$ cat src/atcs_pkg.sv
package atcs_pkg;

    localparam int SAMPLE_W    = 32;
    localparam int FRAME_W     = 40;
    localparam int CH_CNT_W    = 4;
    localparam int CH_W        = 5;
    localparam int START_W     = 24;
    localparam int END_W       = 14;
    localparam int CFG_INDEX_W = 4;
    localparam int CFG_DATA_W  = 32;

    localparam int DEF_MAX_CHANNELS       = 8;
    localparam int DEF_TRIM_STORE_SAMPLES = 16384;

    localparam logic signed [SAMPLE_W-1:0] UNITY_Q23     = 32'sd8388608;
    localparam logic signed [SAMPLE_W-1:0] NEG_UNITY_Q23 = -32'sd8388608;
    localparam logic [FRAME_W-1:0]         FRAME_MAX     = '1;
    localparam logic [SAMPLE_W-1:0]        COUNT_MAX     = '1;

    localparam logic [CFG_INDEX_W-1:0] CFG_CHANNEL_COUNT = 4'd0;
    localparam logic [CFG_INDEX_W-1:0] CFG_TRIM_START    = 4'd1;
    localparam logic [CFG_INDEX_W-1:0] CFG_TRIM_END      = 4'd2;
    localparam logic [CFG_INDEX_W-1:0] CFG_NORMALISE     = 4'd3;

    typedef struct packed {
        logic [CH_CNT_W-1:0] channel_count;
        logic                start_load;
        logic [START_W-1:0]  trim_start;
        logic [END_W-1:0]    trim_end;
        logic                normalise;
    } cfg_t;

    typedef struct packed {
        logic                valid;
        logic [SAMPLE_W-1:0] sample;
    } tap_t;

    function automatic logic [CH_W-1:0] eff_channels(input logic [CH_CNT_W-1:0] cnt,
                                                     input int max_ch);
        logic [CH_W-1:0] res;
        if (cnt == '0) begin
            res = CH_W'(1);
        end else if (int'(cnt) > max_ch) begin
            res = CH_W'(max_ch);
        end else begin
            res = CH_W'(cnt);
        end
        return res;
    endfunction

endpackage

$ cat src/atcs_stats.sv
module atcs_stats #(
    parameter int MAX_CHANNELS = atcs_pkg::DEF_MAX_CHANNELS
) (
    input  logic                                 aclk,
    input  logic                                 aresetn,
    input  atcs_pkg::cfg_t                       cfg,
    input  atcs_pkg::tap_t                       tap,
    output logic                                 tap_adv,
    output logic                                 m_valid,
    input  logic                                 m_ready,
    output logic signed [atcs_pkg::SAMPLE_W-1:0] m_sample_out,
    output logic [atcs_pkg::SAMPLE_W-1:0]        m_peak_abs,
    output logic [atcs_pkg::SAMPLE_W-1:0]        m_clip_count,
    output logic                                 m_any_nonzero,
    output logic [atcs_pkg::FRAME_W-1:0]         m_first_nonzero_frame,
    output logic [atcs_pkg::FRAME_W-1:0]         m_last_nonzero_frame
);

    localparam int POS_W = (MAX_CHANNELS > 1) ? $clog2(MAX_CHANNELS) : 1;

    logic                          m_valid_reg;
    logic [atcs_pkg::SAMPLE_W-1:0] sample_reg;
    logic [atcs_pkg::SAMPLE_W-1:0] peak_reg;
    logic [atcs_pkg::SAMPLE_W-1:0] clip_counter_reg;
    logic                          seen_reg;
    logic [atcs_pkg::FRAME_W-1:0]  first_nz_reg;
    logic [atcs_pkg::FRAME_W-1:0]  last_nz_reg;
    logic [atcs_pkg::FRAME_W-1:0]  frame_reg;
    logic [POS_W-1:0]              pos_reg;

    logic [atcs_pkg::CH_W-1:0]     ech;
    logic signed [atcs_pkg::SAMPLE_W-1:0] v;
    logic [atcs_pkg::SAMPLE_W-1:0] mag;
    logic                          clip_hi;
    logic                          clip_lo;
    logic [atcs_pkg::SAMPLE_W-1:0] sample_next;
    logic                          nonzero;
    logic                          frame_end;

    assign tap_adv = tap.valid && (!m_valid_reg || m_ready);

    assign ech       = atcs_pkg::eff_channels(cfg.channel_count, MAX_CHANNELS);
    assign frame_end = (atcs_pkg::CH_W'(pos_reg) + atcs_pkg::CH_W'(1)) >= ech;

    assign v       = tap.sample;
    assign mag     = v[atcs_pkg::SAMPLE_W-1] ? (~tap.sample + 1'b1) : tap.sample;
    assign nonzero = tap.sample != '0;
    assign clip_hi = !cfg.normalise && (v > atcs_pkg::UNITY_Q23);
    assign clip_lo = !cfg.normalise && (v < atcs_pkg::NEG_UNITY_Q23);

    always_comb begin
        sample_next = tap.sample;
        if (clip_hi) begin
            sample_next = atcs_pkg::UNITY_Q23;
        end else if (clip_lo) begin
            sample_next = atcs_pkg::NEG_UNITY_Q23;
        end
    end

    always_ff @(posedge aclk) begin
        if (!aresetn) begin
            m_valid_reg      <= 1'b0;
            peak_reg         <= '0;
            clip_counter_reg <= '0;
            seen_reg         <= 1'b0;
            first_nz_reg     <= '0;
            last_nz_reg      <= '0;
            frame_reg        <= '0;
            pos_reg          <= '0;
        end else begin
            if (tap_adv) begin
                m_valid_reg <= 1'b1;
            end else if (m_ready) begin
                m_valid_reg <= 1'b0;
            end
            if (tap_adv) begin
                if ((clip_hi || clip_lo) && clip_counter_reg != atcs_pkg::COUNT_MAX) begin
                    clip_counter_reg <= clip_counter_reg + 1'b1;
                end
                if (nonzero) begin
                    if (!seen_reg) begin
                        seen_reg     <= 1'b1;
                        first_nz_reg <= frame_reg;
                    end
                    last_nz_reg <= frame_reg;
                    if (mag > peak_reg) begin
                        peak_reg <= mag;
                    end
                end
                if (frame_end) begin
                    pos_reg <= '0;
                    if (frame_reg != atcs_pkg::FRAME_MAX) begin
                        frame_reg <= frame_reg + 1'b1;
                    end
                end else begin
                    pos_reg <= pos_reg + POS_W'(1);
                end
            end
        end
    end

    always_ff @(posedge aclk) begin
        if (tap_adv) begin
            sample_reg <= sample_next;
        end
    end

    assign m_valid               = m_valid_reg;
    assign m_sample_out          = sample_reg;
    assign m_peak_abs            = peak_reg;
    assign m_clip_count          = clip_counter_reg;
    assign m_any_nonzero         = seen_reg;
    assign m_first_nonzero_frame = first_nz_reg;
    assign m_last_nonzero_frame  = last_nz_reg;

    a_peak_rises: assert property (@(posedge aclk) disable iff (!aresetn)
        $past(aresetn) |-> peak_reg >= $past(peak_reg))
        else $error("peak fell");

    a_unseen_zero: assert property (@(posedge aclk) disable iff (!aresetn)
        !seen_reg |-> first_nz_reg == '0 && last_nz_reg == '0)
        else $error("nonzero frame index before any nonzero sample");

    a_first_le_last: assert property (@(posedge aclk) disable iff (!aresetn)
        first_nz_reg <= last_nz_reg)
        else $error("first nonzero frame after last");

endmodule

$ cat config.mk
export PLATFORM = sky130hd
export DESIGN_NAME = atcs_stats
export DESIGN_NICKNAME = d
export VERILOG_FILES = /design/src/atcs_pkg.sv /design/src/atcs_stats.sv
export SDC_FILE = /design/constraint.sdc
export NUM_CORES = 1
export LEC_CHECK = 0
export ABC_AREA = 0
export BUFFER_PORTS_ARGS = -buffer_cell sky130_fd_sc_hd__buf_2
export CAP_MARGIN = 15
export CORE_AREA = 2 2 174 176
export DETAILED_ROUTE_END_ITERATION = 16
export DIE_AREA = 0 0 176 178
export GPL_ROUTABILITY_DRIVEN = 0
export PLACE_DENSITY_LB_ADDON = 0.15
export SYNTH_ARGS = -nofsm -noshare
export SYNTH_HDL_FRONTEND = slang
export SYNTH_SLANG_ARGS = --single-unit
$ cat constraint.sdc
create_clock -name aclk -period 7.4 [get_ports aclk]
set_input_delay 0 -clock aclk [delete_from_list [all_inputs] [get_ports aclk]]
set_output_delay 0 -clock aclk [all_outputs]
set_load 0.01 [all_outputs]
[Yosys cells after proc, flatten, opt, wreduce, memory -nomap -nowiden]
Cells that the tools add are included.
Operators by class
  reduce and logical (&&, ||, !) cells: 17
  bitwise logic cells: 2
  equality and inequality tests: 2
  add/subtract/negate cells: 5
  magnitude comparators: 5
  muxes and demuxes: 7
Operator list (count)
  32-bit by 1-bit adder with 32-bit output, second input constant: 2
  32-bit 2-to-1 mux: 2
  40-bit by 1-bit adder with 40-bit output, second input constant: 1
  40-bit != test, second input constant: 1
  32-bit by 25-bit greater-than comparator with 1-bit output, second input constant: 1
  32-bit greater-than comparator: 1
  32-bit by 24-bit < comparator with 1-bit output, second input constant: 1
  32-bit != test, second input constant: 1
  32-bit inverter: 1
  32-bit nonzero test: 1
  3-bit AND reduction: 3
  4-bit 2-to-1 mux: 2
  4-bit by 5-bit greater-or-equal comparator with 1-bit output: 1
  3-bit by 1-bit adder with 4-bit output, second input constant: 1
  4-bit greater-than comparator, second input constant: 1
  1-bit logical AND: 4
  4-bit logical NOT: 1
  2-bit AND reduction: 2
  3-bit by 1-bit adder with 3-bit output, second input constant: 1
  3-bit 2-to-1 mux: 1
  1-bit logical NOT: 2
  1-bit logical OR: 2
  1-bit 2-to-1 mux: 2
  2-bit nonzero test: 1
  2 further kinds: 2
Storage, ports and cells
  word-level logic and storage cells: 48
  bits in registers: 221

[Longest topological paths before layout]
  word-level depth: 5
  gate-level depth with buffers: 16

[Worst setup path after synthesis]
Ideal clock, no wire load.
  path kind: in2reg
  start point: input port tap[4] (netlist bit)
  end point: register peak_reg (netlist bit m_peak_abs[0])
  setup slack: 3.831 ns
  stages: 15
  data arrival time: 3.497 ns
  buffers on the path: 4
  required time: 7.328 ns
  library setup time: 0.072 ns
  cell sequence: or3_1 -> clkbuf_1 -> or4_1 -> buf_2 -> clkbuf_1 -> o31ai_1 -> xnor2_1 -> ha_1 -> a21oi_1 -> nand2_1 -> a221o_1 -> o31a_1 -> o21ai_2 -> buf_6 -> mux2i_1
Between the ends
  longest elaborated chain between the ends: 5
RTL lines
  from (decl): RTL line atcs_stats.sv:7  | input atcs_pkg::tap_t tap,
  32-bit inverter: RTL line atcs_stats.sv:46  | assign mag = v[atcs_pkg::SAMPLE_W-1] ? (~tap.sample + 1'b1) : tap.sample;
  32-bit by 1-bit adder with 32-bit output: RTL line atcs_stats.sv:46
  32-bit 2-to-1 mux: RTL line atcs_stats.sv:46
  via mag, one bit: RTL line atcs_stats.sv:33  | logic [atcs_pkg::SAMPLE_W-1:0] mag;
  32-bit greater-than comparator: RTL line atcs_stats.sv:86  | if (mag > peak_reg) begin
  3-bit AND reduction (no source line)
  to (signal assigned): RTL line atcs_stats.sv:87  | peak_reg <= mag;
  to (decl): RTL line atcs_stats.sv:23  | logic [atcs_pkg::SAMPLE_W-1:0] peak_reg;
The timed path passes the listed nets, and every way through them passes these cells.
A chain may end at the register's enable or synchronous reset.

[Worst setup path after layout]
  start point: input port tap[4] (netlist bit)
  end point: register peak_reg (netlist bit m_peak_abs[2])
The elaborated chain is that of the path after synthesis.

==> results.json <==
{
  "holdPathStages": 1,
  "rows": 63,
  "detail-route-antenna-nets": 0,
  "clock_path_buffers": 3,
  "finalWirelength_um": 29400,
  "p_leak_nw": 5.36,
  "port-buffer-count": 219,
  "most-common-layout-cells": "293 x nand2_1, 218 x buf_2, 189 x dfxtp_1, 128 x a21oi_1, 50 x mux2i_1",
  "syn_inst": 1275,
  "clk-insertion-delay-late_ns": 0.53,
  "post_dp_cell_area_um2": 12100,
  "first_pass_iters": 5,
  "worstPathArrival_ns": 5.01,
  "ys.flop_type": "dfxtp_1",
  "fmax_ghz": 0.219,
  "vias": 9672,
  "grt_usage_pct": 18.4,
  "setup_viol": 0,
  "grt_max_degree": 89,
  "maxSlewHeadroom_pct": 27.6,
  "end_kind": "register",
  "die_h_um": 178,
  "root_buffer": "clkbuf_16",
  "synth_nets": 1395,
  "syn_area_per_cell_um2": 8.41,
  "netlist_area_um2": 10700,
  "reg2reg_depth": 9,
  "hpwl_um": 20200,
  "dieArea_um2": 31300,
  "fp.coreArea_um2": 29400,
  "fin_crit_sh_pct": 61.6,
  "hp-class": "in -> reg",
  "grt_pass1_wl_um": 47300,
  "crit_required_ns": 7.85,
  "cts_buffers": 26,
  "synth_edf_count": 32,
  "die_width_um": 176,
  "gr-total-overflow": 0,
  "htreeDepth": 1,
  "async_flop_share_pct": 0,
  "ys.warnings.count": 0,
  "n_antenna_cell": 0,
  "finalInstanceArea_um2": 13300,
  "cp-start-kind": "primary input",
  "synth_cell_types": 54,
  "ios": 259,
  "run_status": "complete, no violations",
  "ctsResizeCount": 0,
  "rsz0062_at_grt": "no",
  "hold_violations": 0,
  "syn_to_final_growth_pct": 24.4,
  "worst_pin_slew_ns": 1.08,
  "wl_per_cell_um": 15.5,
  "fin_crit_ns": 4.56,
  "min_from": "tap[31]",
  "ir_drop_mv": 0.157,
  "cap_viol_max_count": 0,
  "drive_gt1_share_pct": 18.7,
  "drc_errors": 0,
  "reg2reg_from": "m_peak_abs[14]",
  "antenna_found_initial": 0,
  "grt_pass1_vias": 9137,
  "maxSlewViolCount": 0,
  "viasPerCell": 5.09,
  "tns_ns": 0,
  "synth_seq_cells": 221,
  "initial_utilization_pct": 36.5,
  "cts_tree": "done",
  "ys_seq_area_share_pct": 44.2,
  "crit_fanout": 19,
  "layout_commonest_cell": "nand2_1",
  "powerDensity_nw_per_um2": 224,
  "crit_type": "in -> reg",
  "startpoint": "tap[4]",
  "fin_worst_skew_ns": 0.00920,
  "clock-sinks": 221,
  "path_clk_slew_ns": 0.06,
  "drt-initial-drc-count": 600,
  "layout.nets": 1610
}
worst max-delay path, stage by stage:
cell           delay, ns
dlygate4sd3_1       0.54
buf_2               0.14
or3_1               0.47
or4_1               0.89
o31ai_1             0.36
xnor2_1             0.21
ha_1                0.31
a21oi_1             0.15
nand2_1             0.07
a221o_1             0.35
o31a_1              0.32
o21ai_4             0.48
buf_4               0.46
mux2i_1             0.23
synth_stat cells, drive strengths merged, types with 4 or more instances:
cell type / instances / share of area [%]
mux2i: 50 / 4.7
nor3: 11 / 0.51
xnor2: 35 / 2.9
nand2: 293 / 10
or3: 31 / 1.8
nor2: 51 / 1.8
and2: 13 / 0.76
xor2: 14 / 1.1
and3: 34 / 2.0
inv: 44 / 1.5
edfxtp: 32 / 9.0
o31ai: 22 / 1.7
dfxtp: 189 / 35
clkbuf: 64 / 2.3
nand2b: 26 / 1.5
nor4: 17 / 0.99
o21ai: 35 / 1.7
ha: 40 / 4.7
nand3: 32 / 1.5
a21oi: 128 / 6.0
nand4: 31 / 1.8
buf: 13 / 1.0
o211ai: 4 / 0.33
and4: 11 / 0.90
or4: 16 / 1.1
o41ai: 12 / 0.98
report_power, final:
group / internal, W / total, W / switching (W)
sequential: 0.00126 / 0.00128 / 0.0000228
clock: 0.000847 / 0.00136 / 0.000511
combinational: 0.000135 / 0.000350 / 0.000214
path summary, 6_finish.rpt:
| path | slack (ns) | endpoint |
|---|---|---|
| setup / recovery | 2.84 | m_peak_abs[2] |
| hold / removal | 0.07 | m_sample_out[31] |
| setup reg to reg | 4.54 | m_peak_abs[2] |
| hold reg to reg | 0.45 | m_first_nonzero_frame[28] |
metal layers:
layer / up-vias / GRT usage [%] / share of wire, %
met5: - / 0 / 0
met4: 0 / 4.79 / 2.5
met3: 46 / 2.62 / 4.2
met2: 221 / 31.5 / 47
met1: 4527 / 24.4 / 46
li1: 4878 / - / -
final cells by class:
cell class	instances	area, um^2
Clock buffer	37	752
Tap cell	390	488
Fill cell	2961	16100
Clock inverter	11	170
Sequential cell	221	4740
Inverter	44	168
Timing Repair Buffer	264	1530
Multi-Input combinational cell	933	5490
per-stage QoR:
stage | util (%) | power (W) | hold slack (ns) | setup slack (ns) | std cells
after global placement | 41.0 | 0.00164 | 0.248 | 2.86 | 1816
after detailed placement | 41.0 | 0.00164 | 0.258 | 2.85 | 1816
final | 45.4 | 0.00299 | 0.0711 | 2.84 | 1900
after floorplan | - | 0.00153 | 0.129 | 3.83 | 1275
after global routing | 45.4 | 0.00312 | 0.0735 | 2.53 | 1900
after CTS | 45.4 | 0.00303 | 0.0408 | 2.83 | 1900
cell families (layout without fill, tap and decap cells):
family          after synthesis  count (layout)  share of synthesized area [%]
fa+ha+maj                    40              40                           4.67
simple gates                574             574                           25.5
compound gates              220             220                           12.2
xor+xnor                     49              49                           4.00
mux                          50              50                           4.67
buf+inv                     121             356                           4.79
flops                       221             221                           44.2
what timing repair did:
action                                 in CTS  in global routing
hold buffers                               36                  0
setup buffers                               0                  0
endpoints found under the hold margin      79                  0
Note: power is estimated with default switching activity, not from simulation.
